==> src/rtl/swen_pkg.sv <==
// ----------------------------------------------------------------------------
// swen_pkg
// Shared constants, codes and types of the skin weight edit block.
// ----------------------------------------------------------------------------
package swen_pkg;

  localparam int MAX_JOINTS_DEF = 32;
  localparam int FRAC_BITS_DEF  = 16;

  localparam int TAG_W      = 16;
  localparam int MODE_W     = 3;
  localparam int TGT_W      = 5;
  localparam int COUNT_W    = 6;
  localparam int CFG_IDX_W  = 2;
  localparam int CFG_DATA_W = 6;

  // Configuration register indexes.
  localparam logic [CFG_IDX_W-1:0] CFG_EDIT_MODE = 2'd0;
  localparam logic [CFG_IDX_W-1:0] CFG_TARGET    = 2'd1;
  localparam logic [CFG_IDX_W-1:0] CFG_COUNT     = 2'd2;
  localparam logic [CFG_IDX_W-1:0] CFG_NORMALIZE = 2'd3;

  // Edit modes.
  localparam logic [MODE_W-1:0] MODE_ADD     = 3'd0;
  localparam logic [MODE_W-1:0] MODE_REMOVE  = 3'd1;
  localparam logic [MODE_W-1:0] MODE_ADD_PCT = 3'd2;
  localparam logic [MODE_W-1:0] MODE_ABS     = 3'd3;
  localparam logic [MODE_W-1:0] MODE_SMOOTH  = 3'd4;
  localparam logic [MODE_W-1:0] MODE_SHARPEN = 3'd5;

  // How the back end treats a row.
  typedef enum logic [2:0] {
    KIND_EDIT    = 3'b001,
    KIND_SHARPEN = 3'b010,
    KIND_PASS    = 3'b100
  } row_kind_t;

  typedef struct packed {
    logic             bank;
    row_kind_t        kind;
    logic [TAG_W-1:0] tag;
  } row_desc_t;

endpackage

==> src/rtl/swen_front.sv <==
// ----------------------------------------------------------------------------
// swen_front
// Accepts weights, fills one of two row banks and classifies each full row.
// ----------------------------------------------------------------------------
module swen_front #(
  parameter int MAX_JOINTS = swen_pkg::MAX_JOINTS_DEF,
  parameter int FRAC_BITS  = swen_pkg::FRAC_BITS_DEF
) (
  input  logic                           clk,
  input  logic                           rst_n,
  input  logic                           in_valid,
  output logic                           in_ready,
  input  logic [FRAC_BITS:0]             in_old_weight,
  input  logic [FRAC_BITS:0]             in_strength,
  input  logic [swen_pkg::TAG_W-1:0]     in_vertex_tag,
  input  logic [$clog2(MAX_JOINTS+1)-1:0] n_eff,
  input  logic [swen_pkg::MODE_W-1:0]    edit_mode,
  input  logic [swen_pkg::TGT_W-1:0]     target_joint,
  input  logic                           row_release,
  output logic                           wr_en,
  output logic [((MAX_JOINTS > 1) ? $clog2(MAX_JOINTS) : 1):0] wr_addr,
  output logic [FRAC_BITS:0]             wr_data,
  output logic                           push,
  output swen_pkg::row_desc_t            push_desc,
  output logic [FRAC_BITS:0]             push_str
);

  localparam int WW   = FRAC_BITS + 1;
  localparam int CW   = $clog2(MAX_JOINTS + 1);
  localparam int JW   = (MAX_JOINTS > 1) ? $clog2(MAX_JOINTS) : 1;
  localparam int CMPW = 8;
  localparam logic [WW-1:0] ONE_W = WW'(1) << FRAC_BITS;

  logic [CW-1:0]              cnt_r, cnt_nxt;
  logic                       bank_r;
  logic [1:0]                 used_r, used_nxt;
  logic [WW-1:0]              str_r;
  logic [swen_pkg::TAG_W-1:0] tag_r;
  logic                       acc, first, last;
  logic [WW-1:0]              cur_str;
  logic [swen_pkg::TAG_W-1:0] cur_tag;
  swen_pkg::row_kind_t        kind;

  function automatic logic [WW-1:0] sat_one(input logic [WW-1:0] v);
    return (v > ONE_W) ? ONE_W : v;
  endfunction

  assign in_ready = (used_r != 2'd2);
  assign acc      = in_valid & in_ready;
  assign first    = (cnt_r == '0);
  assign last     = ((CW+1)'(cnt_r) + (CW+1)'(1)) >= (CW+1)'(n_eff);
  assign cur_str  = first ? sat_one(in_strength) : str_r;
  assign cur_tag  = first ? in_vertex_tag : tag_r;

  always_comb begin
    if (edit_mode == swen_pkg::MODE_SHARPEN) begin
      kind = swen_pkg::KIND_SHARPEN;
    end else if (edit_mode > swen_pkg::MODE_SHARPEN ||
                 CMPW'(target_joint) >= CMPW'(n_eff)) begin
      kind = swen_pkg::KIND_PASS;
    end else begin
      kind = swen_pkg::KIND_EDIT;
    end
  end

  assign wr_en     = acc;
  assign wr_addr   = {bank_r, cnt_r[JW-1:0]};
  assign wr_data   = sat_one(in_old_weight);
  assign push      = acc & last;
  assign push_desc = '{bank: bank_r, kind: kind, tag: cur_tag};
  assign push_str  = cur_str;

  assign cnt_nxt  = !acc ? cnt_r : (last ? '0 : cnt_r + CW'(1));
  assign used_nxt = used_r + (push ? 2'd1 : 2'd0) - (row_release ? 2'd1 : 2'd0);

  always_ff @(posedge clk) begin
    if (!rst_n) begin
      cnt_r  <= '0;
      bank_r <= 1'b0;
      used_r <= '0;
      str_r  <= '0;
      tag_r  <= '0;
    end else begin
      cnt_r  <= cnt_nxt;
      used_r <= used_nxt;
      if (push) begin
        bank_r <= ~bank_r;
      end
      if (acc && first) begin
        str_r <= cur_str;
        tag_r <= cur_tag;
      end
    end
  end

  // Only two banks exist, so the count of rows held can never pass two.
  assert property (@(posedge clk) disable iff (!rst_n) used_r != 2'd3)
    else $error("swen_front: more rows held than banks");

endmodule

==> src/rtl/swen_queue.sv <==
// ----------------------------------------------------------------------------
// swen_queue
// Two-entry queue of row descriptors between the front and back ends.
// ----------------------------------------------------------------------------
module swen_queue #(
  parameter int FRAC_BITS = swen_pkg::FRAC_BITS_DEF
) (
  input  logic                clk,
  input  logic                rst_n,
  input  logic                push,
  input  swen_pkg::row_desc_t push_desc,
  input  logic [FRAC_BITS:0]  push_str,
  input  logic                pop,
  output logic                q_valid,
  output swen_pkg::row_desc_t q_desc,
  output logic [FRAC_BITS:0]  q_str
);

  swen_pkg::row_desc_t desc_q [2];
  logic [FRAC_BITS:0]  str_q  [2];
  logic                wp_r, rp_r;
  logic [1:0]          cnt_r;

  assign q_valid = (cnt_r != 2'd0);
  assign q_desc  = desc_q[rp_r];
  assign q_str   = str_q[rp_r];

  always_ff @(posedge clk) begin
    if (push) begin
      desc_q[wp_r] <= push_desc;
      str_q[wp_r]  <= push_str;
    end
  end

  always_ff @(posedge clk) begin
    if (!rst_n) begin
      wp_r  <= 1'b0;
      rp_r  <= 1'b0;
      cnt_r <= '0;
    end else begin
      if (push) begin
        wp_r <= ~wp_r;
      end
      if (pop) begin
        rp_r <= ~rp_r;
      end
      cnt_r <= cnt_r + (push ? 2'd1 : 2'd0) - (pop ? 2'd1 : 2'd0);
    end
  end

endmodule

==> src/rtl/swen_div.sv <==
// ----------------------------------------------------------------------------
// swen_div
// Restoring divider, one quotient bit per cycle.
// ----------------------------------------------------------------------------
module swen_div #(
  parameter int NUMW = 35,
  parameter int DENW = 23
) (
  input  logic            clk,
  input  logic            rst_n,
  input  logic            start,
  input  logic [NUMW-1:0] num,
  input  logic [DENW-1:0] den,
  output logic            done,
  output logic [NUMW-1:0] quo
);

  localparam int CNTW = $clog2(NUMW + 1);

  logic [DENW:0]   rem_r, trial;
  logic [NUMW-1:0] quo_r;
  logic [DENW-1:0] den_r;
  logic [CNTW-1:0] cnt_r;
  logic            busy_r, done_r, ge;

  assign trial = {rem_r[DENW-1:0], quo_r[NUMW-1]};
  assign ge    = (trial >= {1'b0, den_r});
  assign done  = done_r;
  assign quo   = quo_r;

  always_ff @(posedge clk) begin
    if (start) begin
      rem_r <= '0;
      quo_r <= num;
      den_r <= den;
    end else if (busy_r) begin
      rem_r <= ge ? trial - {1'b0, den_r} : trial;
      quo_r <= {quo_r[NUMW-2:0], ge};
    end
  end

  always_ff @(posedge clk) begin
    if (!rst_n) begin
      busy_r <= 1'b0;
      done_r <= 1'b0;
      cnt_r  <= '0;
    end else begin
      done_r <= 1'b0;
      if (start) begin
        busy_r <= 1'b1;
        cnt_r  <= CNTW'(NUMW);
      end else if (busy_r) begin
        cnt_r <= cnt_r - CNTW'(1);
        if (cnt_r == CNTW'(1)) begin
          busy_r <= 1'b0;
          done_r <= 1'b1;
        end
      end
    end
  end

endmodule

==> src/rtl/swen_back.sv <==
// ----------------------------------------------------------------------------
// swen_back
// Row bank memory and the sequencer that edits, reverts or normalizes a row.
// ----------------------------------------------------------------------------
module swen_back #(
  parameter int MAX_JOINTS = swen_pkg::MAX_JOINTS_DEF,
  parameter int FRAC_BITS  = swen_pkg::FRAC_BITS_DEF
) (
  input  logic                           clk,
  input  logic                           rst_n,
  input  logic [$clog2(MAX_JOINTS+1)-1:0] n_eff,
  input  logic [swen_pkg::MODE_W-1:0]    edit_mode,
  input  logic [swen_pkg::TGT_W-1:0]     target_joint,
  input  logic                           normalize_on,
  input  logic                           wr_en,
  input  logic [((MAX_JOINTS > 1) ? $clog2(MAX_JOINTS) : 1):0] wr_addr,
  input  logic [FRAC_BITS:0]             wr_data,
  input  logic                           q_valid,
  input  swen_pkg::row_desc_t            q_desc,
  input  logic [FRAC_BITS:0]             q_str,
  output logic                           q_pop,
  output logic                           row_release,
  output logic                           out_valid,
  input  logic                           out_ready,
  output logic [FRAC_BITS:0]             out_new_weight,
  output logic [swen_pkg::TAG_W-1:0]     out_vertex_tag_out,
  output logic                           out_reverted,
  output logic                           out_row_last
);

  localparam int WW   = FRAC_BITS + 1;
  localparam int CW   = $clog2(MAX_JOINTS + 1);
  localparam int JW   = (MAX_JOINTS > 1) ? $clog2(MAX_JOINTS) : 1;
  localparam int AW   = JW + 1;
  localparam int SW   = WW + CW;
  localparam int PW   = 2 * WW + 1;
  localparam int NUMW = PW;
  localparam int CMPW = 8;

  localparam longint unsigned ONE_L      = 64'd1 << FRAC_BITS;
  localparam longint unsigned HALF_L     = ONE_L / 2;
  localparam longint unsigned WMAX_L     = 2 * ONE_L - 1;
  localparam longint unsigned PASS_LIM_L = (ONE_L * 99999) / 100000;
  localparam longint unsigned REV_LIM_L  = (ONE_L + 99) / 100;

  localparam logic [WW-1:0] ONE_W  = WW'(ONE_L);
  localparam logic [WW:0]   ONE_X  = (WW+1)'(ONE_L);
  localparam logic [WW-1:0] WMAX_W = WW'(WMAX_L);

  typedef enum logic [13:0] {
    S_IDLE     = 14'h0001,
    S_SUB_WAIT = 14'h0002,
    S_TGT_RD   = 14'h0004,
    S_TGT_LD   = 14'h0008,
    S_TGT_CALC = 14'h0010,
    S_P1_RD    = 14'h0020,
    S_P1_MUL   = 14'h0040,
    S_P1_VAL   = 14'h0080,
    S_P1_DIV   = 14'h0100,
    S_DECIDE   = 14'h0200,
    S_E_RD     = 14'h0400,
    S_E_VAL    = 14'h0800,
    S_E_DIV    = 14'h1000,
    S_E_OUT    = 14'h2000
  } back_state_t;

  back_state_t                state_r, state_nxt;
  logic                       bank_r, bank_nxt;
  swen_pkg::row_kind_t        kind_r, kind_nxt;
  logic [swen_pkg::TAG_W-1:0] tag_r, tag_nxt;
  logic [WW-1:0]              s_r, s_nxt;
  logic [CW-1:0]              j_r, j_nxt;
  logic [WW-1:0]              cur_r, cur_nxt;
  logic [PW-1:0]              prod_r, prod_nxt;
  logic [WW-1:0]              nw_r, nw_nxt;
  logic [WW-1:0]              orest_r, orest_nxt;
  logic [WW-1:0]              nrest_r, nrest_nxt;
  logic [WW:0]                sub_r, sub_nxt;
  logic [SW-1:0]              sum_r, sum_nxt;
  logic                       norm_r, norm_nxt;
  logic                       rev_r, rev_nxt;
  logic                       src_r, src_nxt;
  logic [WW-1:0]              outw_r, outw_nxt;
  logic                       last_r, last_nxt;

  logic [WW-1:0] buf_mem [2**AW];
  logic [WW-1:0] work_mem [2**JW];
  logic [WW-1:0] buf_rd_r, work_rd_r;
  logic [JW-1:0] rd_idx;
  logic          work_we;

  logic            div_start, div_done;
  logic [NUMW-1:0] div_num, div_quo;
  logic [SW-1:0]   div_den;

  logic          step, last_j;
  logic [WW-1:0] v, val;
  logic [WW:0]   tv, a, diff, pct, nw_raw;
  logic [PW:0]   a_full, a_sh, pct_full, pct_sh;
  logic [WW-1:0] sharp_v, nw_calc, quo_clamp;

  // Row banks and the per-row scratch copy; reads are registered.
  assign rd_idx = (state_r == S_TGT_RD) ? JW'(target_joint) : j_r[JW-1:0];

  always_ff @(posedge clk) begin
    if (wr_en) begin
      buf_mem[wr_addr] <= wr_data;
    end
    buf_rd_r <= buf_mem[{bank_r, rd_idx}];
  end

  always_ff @(posedge clk) begin
    if (work_we) begin
      work_mem[j_r[JW-1:0]] <= v;
    end
    work_rd_r <= work_mem[j_r[JW-1:0]];
  end

  swen_div #(.NUMW(NUMW), .DENW(SW)) u_div (
    .clk   (clk),
    .rst_n (rst_n),
    .start (div_start),
    .num   (div_num),
    .den   (div_den),
    .done  (div_done),
    .quo   (div_quo)
  );

  // Datapath pieces.
  assign tv       = {1'b0, s_r} + ONE_X;
  assign a_full   = {1'b0, prod_r} + (PW+1)'(HALF_L);
  assign a_sh     = a_full >> FRAC_BITS;
  assign a        = a_sh[WW:0];
  assign diff     = (a > sub_r) ? a - sub_r : '0;
  assign sharp_v  = (diff > ONE_X) ? ONE_W : diff[WW-1:0];
  assign pct_full = {1'b0, prod_r} + (PW+1)'(HALF_L);
  assign pct_sh   = pct_full >> FRAC_BITS;
  assign pct      = pct_sh[WW:0];
  assign quo_clamp = (div_quo > NUMW'(WMAX_L)) ? WMAX_W : div_quo[WW-1:0];
  assign last_j   = ((CW+1)'(j_r) + (CW+1)'(1)) == (CW+1)'(n_eff);
  assign val      = src_r ? work_rd_r : buf_rd_r;

  always_comb begin
    case (edit_mode)
      swen_pkg::MODE_ADD:     nw_raw = {1'b0, cur_r} + {1'b0, s_r};
      swen_pkg::MODE_REMOVE:  nw_raw = (cur_r > s_r) ? {1'b0, cur_r - s_r} : '0;
      swen_pkg::MODE_ADD_PCT: nw_raw = {1'b0, cur_r} + pct;
      swen_pkg::MODE_ABS:     nw_raw = {1'b0, s_r};
      default:                nw_raw = {1'b0, cur_r};
    endcase
    nw_calc = (nw_raw > ONE_X) ? ONE_W : nw_raw[WW-1:0];
  end

  always_comb begin
    state_nxt = state_r;
    bank_nxt  = bank_r;
    kind_nxt  = kind_r;
    tag_nxt   = tag_r;
    s_nxt     = s_r;
    j_nxt     = j_r;
    cur_nxt   = cur_r;
    prod_nxt  = prod_r;
    nw_nxt    = nw_r;
    orest_nxt = orest_r;
    nrest_nxt = nrest_r;
    sub_nxt   = sub_r;
    sum_nxt   = sum_r;
    norm_nxt  = norm_r;
    rev_nxt   = rev_r;
    src_nxt   = src_r;
    outw_nxt  = outw_r;
    last_nxt  = last_r;
    q_pop       = 1'b0;
    row_release = 1'b0;
    div_start   = 1'b0;
    div_num     = '0;
    div_den     = '0;
    work_we     = 1'b0;
    step        = 1'b0;
    v           = '0;

    unique case (state_r)
      S_IDLE: begin
        if (q_valid) begin
          q_pop    = 1'b1;
          bank_nxt = q_desc.bank;
          kind_nxt = q_desc.kind;
          tag_nxt  = q_desc.tag;
          s_nxt    = q_str;
          j_nxt    = '0;
          sum_nxt  = '0;
          rev_nxt  = 1'b0;
          unique case (q_desc.kind)
            swen_pkg::KIND_SHARPEN: begin
              // Offset term: round((1 + s) / n).
              div_start = 1'b1;
              div_num   = NUMW'(q_str) + NUMW'(ONE_L) + NUMW'(n_eff >> 1);
              div_den   = SW'(n_eff);
              state_nxt = S_SUB_WAIT;
            end
            swen_pkg::KIND_EDIT: begin
              state_nxt = S_TGT_RD;
            end
            default: begin
              norm_nxt  = 1'b0;
              src_nxt   = 1'b0;
              state_nxt = S_E_RD;
            end
          endcase
        end
      end
      S_SUB_WAIT: begin
        if (div_done) begin
          sub_nxt   = div_quo[WW:0];
          state_nxt = S_P1_RD;
        end
      end
      S_TGT_RD: begin
        state_nxt = S_TGT_LD;
      end
      S_TGT_LD: begin
        cur_nxt   = buf_rd_r;
        prod_nxt  = PW'(s_r) * PW'(buf_rd_r);
        state_nxt = S_TGT_CALC;
      end
      S_TGT_CALC: begin
        // Remove and absolute leave a nearly full target row untouched.
        if ((edit_mode == swen_pkg::MODE_REMOVE || edit_mode == swen_pkg::MODE_ABS) &&
            cur_r > WW'(PASS_LIM_L)) begin
          norm_nxt  = 1'b0;
          src_nxt   = 1'b0;
          state_nxt = S_E_RD;
        end else begin
          nw_nxt    = nw_calc;
          orest_nxt = ONE_W - cur_r;
          nrest_nxt = ONE_W - nw_calc;
          state_nxt = S_P1_RD;
        end
      end
      S_P1_RD: begin
        state_nxt = S_P1_MUL;
      end
      S_P1_MUL: begin
        prod_nxt  = PW'(buf_rd_r) *
                    PW'((kind_r == swen_pkg::KIND_SHARPEN) ? tv : {1'b0, nrest_r});
        state_nxt = S_P1_VAL;
      end
      S_P1_VAL: begin
        if (kind_r == swen_pkg::KIND_SHARPEN) begin
          v    = sharp_v;
          step = 1'b1;
        end else if (CMPW'(j_r) == CMPW'(target_joint)) begin
          v    = nw_r;
          step = 1'b1;
        end else if (nw_r == ONE_W || orest_r == '0) begin
          v    = '0;
          step = 1'b1;
        end else begin
          div_start = 1'b1;
          div_num   = NUMW'(prod_r) + NUMW'(orest_r >> 1);
          div_den   = SW'(orest_r);
          state_nxt = S_P1_DIV;
        end
      end
      S_P1_DIV: begin
        if (div_done) begin
          v    = quo_clamp;
          step = 1'b1;
        end
      end
      S_DECIDE: begin
        j_nxt = '0;
        if (kind_r == swen_pkg::KIND_SHARPEN) begin
          src_nxt  = 1'b1;
          norm_nxt = normalize_on && sum_r != SW'(ONE_L) && sum_r != '0;
        end else if (sum_r < SW'(REV_LIM_L)) begin
          rev_nxt  = 1'b1;
          src_nxt  = 1'b0;
          norm_nxt = 1'b0;
        end else begin
          src_nxt  = 1'b1;
          norm_nxt = normalize_on && sum_r != SW'(ONE_L);
        end
        state_nxt = S_E_RD;
      end
      S_E_RD: begin
        state_nxt = S_E_VAL;
      end
      S_E_VAL: begin
        if (norm_r) begin
          div_start = 1'b1;
          div_num   = (NUMW'(val) << FRAC_BITS) + NUMW'(sum_r >> 1);
          div_den   = sum_r;
          state_nxt = S_E_DIV;
        end else begin
          outw_nxt  = val;
          last_nxt  = last_j;
          state_nxt = S_E_OUT;
        end
      end
      S_E_DIV: begin
        if (div_done) begin
          outw_nxt  = div_quo[WW-1:0];
          last_nxt  = last_j;
          state_nxt = S_E_OUT;
        end
      end
      S_E_OUT: begin
        if (out_ready) begin
          if (last_r) begin
            row_release = 1'b1;
            j_nxt       = '0;
            state_nxt   = S_IDLE;
          end else begin
            j_nxt     = j_r + CW'(1);
            state_nxt = S_E_RD;
          end
        end
      end
      default: begin
        state_nxt = S_IDLE;
      end
    endcase

    // One joint of the first pass is finished: store it and add it up.
    if (step) begin
      if (normalize_on && v > ONE_W) begin
        v = ONE_W;
      end
      work_we = 1'b1;
      sum_nxt = sum_r + SW'(v);
      if (last_j) begin
        j_nxt     = '0;
        state_nxt = S_DECIDE;
      end else begin
        j_nxt     = j_r + CW'(1);
        state_nxt = S_P1_RD;
      end
    end
  end

  always_ff @(posedge clk) begin
    if (!rst_n) begin
      state_r <= S_IDLE;
      j_r     <= '0;
    end else begin
      state_r <= state_nxt;
      j_r     <= j_nxt;
    end
  end

  always_ff @(posedge clk) begin
    bank_r  <= bank_nxt;
    kind_r  <= kind_nxt;
    tag_r   <= tag_nxt;
    s_r     <= s_nxt;
    cur_r   <= cur_nxt;
    prod_r  <= prod_nxt;
    nw_r    <= nw_nxt;
    orest_r <= orest_nxt;
    nrest_r <= nrest_nxt;
    sub_r   <= sub_nxt;
    sum_r   <= sum_nxt;
    norm_r  <= norm_nxt;
    rev_r   <= rev_nxt;
    src_r   <= src_nxt;
    outw_r  <= outw_nxt;
    last_r  <= last_nxt;
  end

  assign out_valid          = (state_r == S_E_OUT);
  assign out_new_weight     = outw_r;
  assign out_vertex_tag_out = tag_r;
  assign out_reverted       = rev_r;
  assign out_row_last       = last_r;

  // A division result only arrives while the sequencer is waiting for one.
  assert property (@(posedge clk) disable iff (!rst_n)
    div_done |-> (state_r == S_SUB_WAIT || state_r == S_P1_DIV || state_r == S_E_DIV))
    else $error("swen_back: divider finished outside a wait state");

  // A bank goes back to the front only with the transfer of the row's last weight.
  assert property (@(posedge clk) disable iff (!rst_n)
    row_release |-> (out_valid && out_ready && out_row_last))
    else $error("swen_back: bank released before the row was delivered");

  // The joint index stays inside the row while a row is being worked on.
  assert property (@(posedge clk) disable iff (!rst_n)
    (state_r != S_IDLE) |-> ((CW+1)'(j_r) < (CW+1)'(n_eff)))
    else $error("swen_back: joint index beyond row length");

endmodule

==> src/rtl/skin_weight_edit_normalize.sv <==
// ----------------------------------------------------------------------------
// skin_weight_edit_normalize
// Edits one joint weight of a vertex row, rescales the others and
// renormalizes the row.
// ----------------------------------------------------------------------------
//   Channel   Direction  Handshake             Payload
//   in_       input      in_valid / in_ready   old_weight, strength, vertex_tag
//   out_      output     out_valid / out_ready new_weight, vertex_tag_out,
//                                              reverted, row_last
//   cfg_      input      cfg_we                cfg_idx, cfg_data
//
// Weights load at one per cycle, while a bank is free, into one of two row banks,
// so a row loads while the previous one is being processed. A row goes through an
// edit pass (skipped for pass-through rows) and then an output pass, one joint at a
// time. The shared bit-serial divider is used for each rescaled joint, for each
// joint of a normalized row and once per sharpen row.
// Reset is synchronous and active low; no clearing pass is needed.
// A stalled output holds the back end; the front keeps loading until both
// banks are full.
// ----------------------------------------------------------------------------
module skin_weight_edit_normalize #(
  parameter int MAX_JOINTS = swen_pkg::MAX_JOINTS_DEF,
  parameter int FRAC_BITS  = swen_pkg::FRAC_BITS_DEF
) (
  input  logic                              clk,
  input  logic                              rst_n,
  input  logic                              in_valid,
  output logic                              in_ready,
  input  logic [FRAC_BITS:0]                in_old_weight,
  input  logic [FRAC_BITS:0]                in_strength,
  input  logic [swen_pkg::TAG_W-1:0]        in_vertex_tag,
  output logic                              out_valid,
  input  logic                              out_ready,
  output logic [FRAC_BITS:0]                out_new_weight,
  output logic [swen_pkg::TAG_W-1:0]        out_vertex_tag_out,
  output logic                              out_reverted,
  output logic                              out_row_last,
  input  logic                              cfg_we,
  input  logic [swen_pkg::CFG_IDX_W-1:0]    cfg_idx,
  input  logic [swen_pkg::CFG_DATA_W-1:0]   cfg_data
);

  localparam int CW   = $clog2(MAX_JOINTS + 1);
  localparam int JW   = (MAX_JOINTS > 1) ? $clog2(MAX_JOINTS) : 1;
  localparam int CMPW = 8;

  logic [swen_pkg::MODE_W-1:0]  mode_r;
  logic [swen_pkg::TGT_W-1:0]   target_r;
  logic [swen_pkg::COUNT_W-1:0] count_r;
  logic                         norm_on_r;
  logic [CW-1:0]                n_eff;

  logic                wr_en, push, q_pop, q_valid, row_release;
  logic [JW:0]         wr_addr;
  logic [FRAC_BITS:0]  wr_data, push_str, q_str;
  swen_pkg::row_desc_t push_desc, q_desc;

  always_ff @(posedge clk) begin
    if (!rst_n) begin
      mode_r    <= swen_pkg::MODE_ADD;
      target_r  <= '0;
      count_r   <= swen_pkg::COUNT_W'(1);
      norm_on_r <= 1'b1;
    end else if (cfg_we) begin
      unique case (cfg_idx)
        swen_pkg::CFG_EDIT_MODE: mode_r    <= cfg_data[swen_pkg::MODE_W-1:0];
        swen_pkg::CFG_TARGET:    target_r  <= cfg_data[swen_pkg::TGT_W-1:0];
        swen_pkg::CFG_COUNT:     count_r   <= cfg_data[swen_pkg::COUNT_W-1:0];
        swen_pkg::CFG_NORMALIZE: norm_on_r <= cfg_data[0];
        default: ;
      endcase
    end
  end

  // A count of zero means one joint; counts above the row buffer size saturate.
  always_comb begin
    if (count_r == '0) begin
      n_eff = CW'(1);
    end else if (CMPW'(count_r) > CMPW'(MAX_JOINTS)) begin
      n_eff = CW'(MAX_JOINTS);
    end else begin
      n_eff = CW'(count_r);
    end
  end

  swen_front #(.MAX_JOINTS(MAX_JOINTS), .FRAC_BITS(FRAC_BITS)) u_front (
    .clk           (clk),
    .rst_n         (rst_n),
    .in_valid      (in_valid),
    .in_ready      (in_ready),
    .in_old_weight (in_old_weight),
    .in_strength   (in_strength),
    .in_vertex_tag (in_vertex_tag),
    .n_eff         (n_eff),
    .edit_mode     (mode_r),
    .target_joint  (target_r),
    .row_release   (row_release),
    .wr_en         (wr_en),
    .wr_addr       (wr_addr),
    .wr_data       (wr_data),
    .push          (push),
    .push_desc     (push_desc),
    .push_str      (push_str)
  );

  swen_queue #(.FRAC_BITS(FRAC_BITS)) u_queue (
    .clk       (clk),
    .rst_n     (rst_n),
    .push      (push),
    .push_desc (push_desc),
    .push_str  (push_str),
    .pop       (q_pop),
    .q_valid   (q_valid),
    .q_desc    (q_desc),
    .q_str     (q_str)
  );

  swen_back #(.MAX_JOINTS(MAX_JOINTS), .FRAC_BITS(FRAC_BITS)) u_back (
    .clk                (clk),
    .rst_n              (rst_n),
    .n_eff              (n_eff),
    .edit_mode          (mode_r),
    .target_joint       (target_r),
    .normalize_on       (norm_on_r),
    .wr_en              (wr_en),
    .wr_addr            (wr_addr),
    .wr_data            (wr_data),
    .q_valid            (q_valid),
    .q_desc             (q_desc),
    .q_str              (q_str),
    .q_pop              (q_pop),
    .row_release        (row_release),
    .out_valid          (out_valid),
    .out_ready          (out_ready),
    .out_new_weight     (out_new_weight),
    .out_vertex_tag_out (out_vertex_tag_out),
    .out_reverted       (out_reverted),
    .out_row_last       (out_row_last)
  );

endmodule

==> config.mk <==
export PLATFORM = sky130hd
export DESIGN_NAME = skin_weight_edit_normalize
export DESIGN_NICKNAME = d
export VERILOG_FILES = /design/src/rtl/swen_pkg.sv /design/src/rtl/swen_front.sv /design/src/rtl/swen_queue.sv /design/src/rtl/swen_div.sv /design/src/rtl/swen_back.sv /design/src/rtl/skin_weight_edit_normalize.sv
export SDC_FILE = /design/constraint.sdc
export NUM_CORES = 2
export LEC_CHECK = 0
export ABC_AREA = 1
export BUFFER_PORTS_ARGS = -buffer_cell sky130_fd_sc_hd__clkbuf_2
export CAP_MARGIN = 20
export CORE_MARGIN = 2
export CORE_UTILIZATION = 50
export CTS_BUF_LIST = sky130_fd_sc_hd__clkbuf_2
export CTS_CLUSTER_DIAMETER = 50
export DETAILED_ROUTE_END_ITERATION = 7
export PLACE_DENSITY_LB_ADDON = 0.05
export SKIP_CTS_REPAIR_TIMING = 1
export SYNTH_ARGS = -nofsm -noshare
export SYNTH_HDL_FRONTEND = slang
export SYNTH_SLANG_ARGS = --single-unit
==> constraint.sdc <==
create_clock -name clk -period 9 [get_ports clk]
set_clock_uncertainty 0.2 [all_clocks]
set_input_delay 2.7 -clock clk [delete_from_list [all_inputs] [get_ports clk]]
set_output_delay 2.7 -clock clk [all_outputs]
set_load 0.01 [all_outputs]
### Yosys cells after proc, flatten, opt, wreduce, memory -nomap -nowiden

Memory sizes are Yosys's and may differ from the RTL's. A register that Yosys moved wholly into a read port is not among the register bits.
Index checks and enable logic that the tools add are counted.
Widths: inputs -> output; s select.

* register bits after elaboration: 372
* logic and storage cells: 295
* memories kept: 4
* bits in writable memories: 1706
* output and inout port bits: 37
* bits of input ports: 63

* multiplexer cells: 122
* order comparisons: 15
* multipliers: 2
* bitwise operators: 8
* $add $sub $neg: 23
* eq/ne operators: 45
* reduce and logical (&&, ||, !) cells: 39

Memory list
* u_back.buf_mem: words 64, bits a word 17, rd ports 1, clocked after memory_dff 1, write ports 1, line swen_back.sv:86 `logic [WW-1:0] buf_mem [2**AW];`
* u_back.work_mem: words 32, bits a word 17, rd ports 1, clocked after memory_dff 1, write ports 1, line swen_back.sv:87 `logic [WW-1:0] work_mem [2**JW];`
* u_queue.desc_q: words 2, bits a word 20, rd ports 1, clocked after memory_dff 1, write ports 1, line swen_queue.sv:19 `swen_pkg::row_desc_t desc_q [2];`
* u_queue.str_q: words 2, bits a word 17, rd ports 1, clocked after memory_dff 1, write ports 1, line swen_queue.sv:20 `logic [FRAC_BITS:0] str_q [2];`

Operators by type and width (number)
* $mux 17: 17
* $mux 35: 8
* $pmux 14 s14: 1
* $mux 23: 8
* $mux 14: 9
* $pmux 35 s3: 1
* $pmux 18 s4: 1
* $pmux 35 s2: 1
* $pmux 23 s3: 1
* $pmux 17 s2: 2
* $mux 6: 11
* $gt 17x17->1 const B: 3
* $mux 1: 45
* $add 17x17->18 const B: 2
* $gt 18x17->1 const B: 2
* $mux 18: 2
* $add 35x16->35: 1
* $add 35x5->35: 1
* $gt 35x17->1 const B: 1
* $mul 17x35->35: 1
* $add 33x22->34: 1
* $add 34x16->34 const B: 1
* $mul 17x17->34: 1
* $sub 17x17->17 const A: 2
* 75 further kinds: 131

### Depth between registers and ports, before layout

* word-level depth: 13
* depth in mapped cells: 45
* mapped depth without buffers: 43

### Hierarchy

Synthesis repeated with hierarchy kept, for this count alone.

* cell total of the unflattened synthesis: 10878
* area total of the unflattened synthesis: 112684.3 um2

Modules (own cells, without submodules)
* swen_back: cells an instance 9504, instances 1, sequential area each 56123.8 um2, area each 101033.1 um2
* swen_div: cells an instance 732, instances 1, sequential area each 2362.3 um2, area each 5311.3 um2
* swen_queue: cells an instance 147, instances 1, sequential area each 2322.2 um2, area each 3044.2 um2
* swen_front: cells an instance 390, instances 1, sequential area each 840.8 um2, area each 2606.2 um2
* skin_weight_edit_normalize: cells an instance 105, instances 1, sequential area each 300.3 um2, area each 689.4 um2

### Worst setup path after synthesis

OpenSTA, ideal clock, no wires.

* path kind: register to register
* from: register u_back.kind_r[0]
* to: register u_back.prod_r[32], data pin
* data arrival time: 7.126 ns
* clock period less this slack: 7.581 ns
* slack: 1.419 ns
* path buffers: 3
* stages on the path, launching flop included: 33
* library setup time: 0.256 ns
* required time: 8.544 ns
* path through: edfxtp_1 nor3_1 inv_1 clkbuf_1 clkbuf_1 clkbuf_1 o21ai_1 clkinv_1 nand2_1 fa_1 fa_1 inv_1 ha_1 fa_1 inv_1 fa_1 fa_1 inv_1 ha_1 a21o_1 a21oi_1 o21ai_1 a21oi_1 o21ai_1 a21boi_0 inv_1 nand2_1 nand2_1 a21boi_1 o21ai_0 xor2_1 nand2_1 nand2_1

* longest elaborated chain between the ends: 4

RTL lines
* start, declared: line swen_back.sv:69 `swen_pkg::row_kind_t kind_r, kind_nxt;`
* start signal, assigned: line swen_back.sv:354 `kind_r <= kind_nxt;`
* $eq 3x2->1: line swen_back.sv:245 `PW'((kind_r == swen_pkg::KIND_SHARPEN) ? tv : {1'b0, nrest_r});`
* $mux 18: line swen_back.sv:245
* $mul 17x35->35: line swen_back.sv:244 `prod_nxt = PW'(buf_rd_r) *`
* $pmux 35 s2: line swen_back.sv:182 `unique case (state_r)`
* named net u_back.prod_nxt[32]: line swen_back.sv:74 `logic [PW-1:0] prod_r, prod_nxt;`
* end signal, assigned: line swen_back.sv:358 `prod_r <= prod_nxt;`
* end, declared: line swen_back.sv:74

The timed path passes the listed nets, and every way through them passes these cells.
A chain may end at the register's enable or synchronous reset.

### Worst setup path after layout

Same ends and word-level chain as after synthesis.

==> impl_metrics.ini <==
[run_status]
status = completed

[global_route]
grt_pass1_vias = 81970
grt_overflow = 0
gr-usage-all-layers_pct = 31.76
antenna_found_initial = 15
grt_first_pass_wirelength_mm = 537.2
grt_max_degree = 173

[hold_path]
min_from = u_front.tag_r[4]
hold_path.class = reg2reg

[clock_network]
insertion_delay_ns = 1.92
path_clk_slew_ns = 0.11
cts_tree = done
cts_sinks = 2112
root_buffer = clkbuf_2
clock_path_buffers = 4
cts-htree-levels = 6
cts_made_buffers = 572

[floorplan]
fp.dieH_microns = 476.8
dieArea_sq_um = 227300
io_pins = 100
rows = 173
start_util_pct = 50.27
die_x_microns = 476.8
core_sq_um = 222300

[logic_synthesis]
synthCells = 10640
synth_area_leader_cell = edfxtp_1
ys_ff_latch = 2112
netlist_area_sq_um = 111800
synthArstFlopShare_pct = 0
synth_edf_count = 1965
synthesis.nets = 11540
synth_flop_cell = edfxtp_1
synth_cell_type_count = 75
synth_top_area_share_pct = 52.80
ys_warn_count = 0
yosys-top-cells-area = edfxtp_1 (53%), fa_1 (8.4%), o21ai_0 (5.2%)
ys_seq_area_share_pct = 55.43
syn_area_per_cell_sq_um = 10.50

[route]
dr.pass1.iters = 6
wl_mm = 366.5
ant_nets = 0
avgRoutedWirePerCell_microns = 25.37
drt_iter0_drc = 7951
vias_per_cell = 5.766
wl_met2_mm = 169.6
wl_met1_mm = 152.1
dr_wl_met3_mm = 26.17
via_count = 83290
drc = 0
top_layer = met5

[layout]
nets = 11950
final_common_cell = edfxtp_1
final_cells = 14450
area_growth_pct = 9.245
drive_gt1_share_pct = 13.26
final_cell_mix = edfxtp_1 (1965), nand2_1 (1442), inv_1 (1268), nor2_1 (1268), o21ai_0 (1152)
fillers = 19930

[sta]
max_slew_margin_pct = 18.85
tns_ns = 0
worst_pin_slew_ns = 1.217
rsz0062_at_grt = false
hold_slack_ns = 0.2502
hold_violations = 0
setup_viol = 0
fin_crit_ns = 8.003
period_share_pct = 88.92
maxSlewViolCount = 0
fmax_mhz = 125.0
setup_slack_ns = 0.9971

[placed_design]
dp.final_hpwl_mm = 247.4
place_ws_ns = 1.031
gp_congestion = 0.9803
dpl.cell_count = 13430
port_buffers = 99

[critical_path]
cp.arrival_ns = 9.35
slowest_stage = fa_1
critPathMaxStageDelay_ns = 0.58
crit_top_cell = fa_1
cp-start-kind = register
r2r_setup_slack_ns = 1.0
criticalPathCategory = reg2reg
cp_max_fo = 34
worstPathRequired_ns = 10.34
cp-startpoint = u_back.kind_r[0]
r2r-start = u_back.kind_r[0]
end_kind = register

[run]
cap_violations = 0
## final cells by class
cell class	count	area (sq um)	share of cell area [%]
multi-input cells	6689	43270	35.44
well taps	2975	3722	3.049
diodes	16	40.04	0.03280
clock inverters	156	1028	0.8424
repair buffers	385	3073	2.517
clock buffers	816	4084	3.345
inverters	1297	4905	4.017
flip-flops and latches	2112	61960	50.75
## cell usage after synthesis (9+ instances only)
cell	n
dfxtp_1	147
o211ai_1	163
buf_4	9
o21ai_1	12
nor4_1	27
xnor2_1	44
a21oi_1	401
ha_1	363
o221ai_1	145
mux2_2	22
nor2_1	1366
xor2_1	84
o22ai_1	282
buf_2	53
o21a_1	19
a21o_1	18
o21bai_1	14
nor3_1	70
o21ai_0	1156
a31oi_1	19
or2_2	27
nand3b_1	21
nor2_2	10
nand3_1	278
inv_1	1269
a221oi_1	40
inv_2	18
nand2_1	1443
a211oi_1	11
clkbuf_1	452
nand4_1	56
a22o_1	33
fa_1	471
edfxtp_1	1965
buf_1	25
## layer usage
metal,track usage (%),up-vias
li1,-,37880
met1,42.76,41080
met2,50.39,3529
met3,5.340,793
met4,14.99,8
met5,0,-
## critical path, delay by kind of cell, from the launching register on
kind | cells | cell delay (ns)
and+or+nand+nor | 7 | 0.80
adders and majority gates | 7 | 3.44
AOI/OAI and AO/OA | 8 | 1.70
buffers and inverters | 6 | 1.10
xor gates and xnor gates | 1 | 0.16
DFF | 1 | 0.40
## registers in the layout, summed over array words and instances, names as in the netlist, 18 cells and up, named ones only
signal / cells
u_back.buf_mem: 1088
u_back.work_mem: 544
u_queue.desc_q: 40
u_back.prod_r: 35
u_back.u_div.quo: 35
u_queue.str_q: 34
u_back.sum_r: 23
u_back.u_div.den_r: 23
u_back.u_div.rem_r: 23
u_back.sub_r: 18
## cell families after synthesis
| family | Yosys count | synth area share [%] |
|---|---|---|
| compound gates | 2368 | 12.39 |
| mux | 24 | 0.2396 |
| flops | 2112 | 55.43 |
| fa+ha+maj | 834 | 12.50 |
| xor+xnor | 128 | 1.003 |
| simple gates | 3335 | 12.13 |
| buf+inv | 1841 | 6.310 |
## path summary, 6_finish.rpt
check | cells past startpoint | endpoint
hold reg to reg | 2 | u_front.tag_r[4]
setup / recovery | 29 | u_back.prod_r[32]
setup reg to reg | 29 | u_back.prod_r[32]
hold / removal | 2 | u_front.tag_r[4]
## through the flow
step / utilization [%] / area, sq um
6_report: 54.92 / 122100
2_1_floorplan: - / 111800
5_1_grt: 54.91 / 122100
4_1_cts: 54.73 / 121700
3_5_place_dp: 52.43 / 116600
3_3_place_gp: 52.33 / 116300
Power is not shown: default switching activity piles up to over one toggle a cycle in this logic, so the estimate is an artifact.
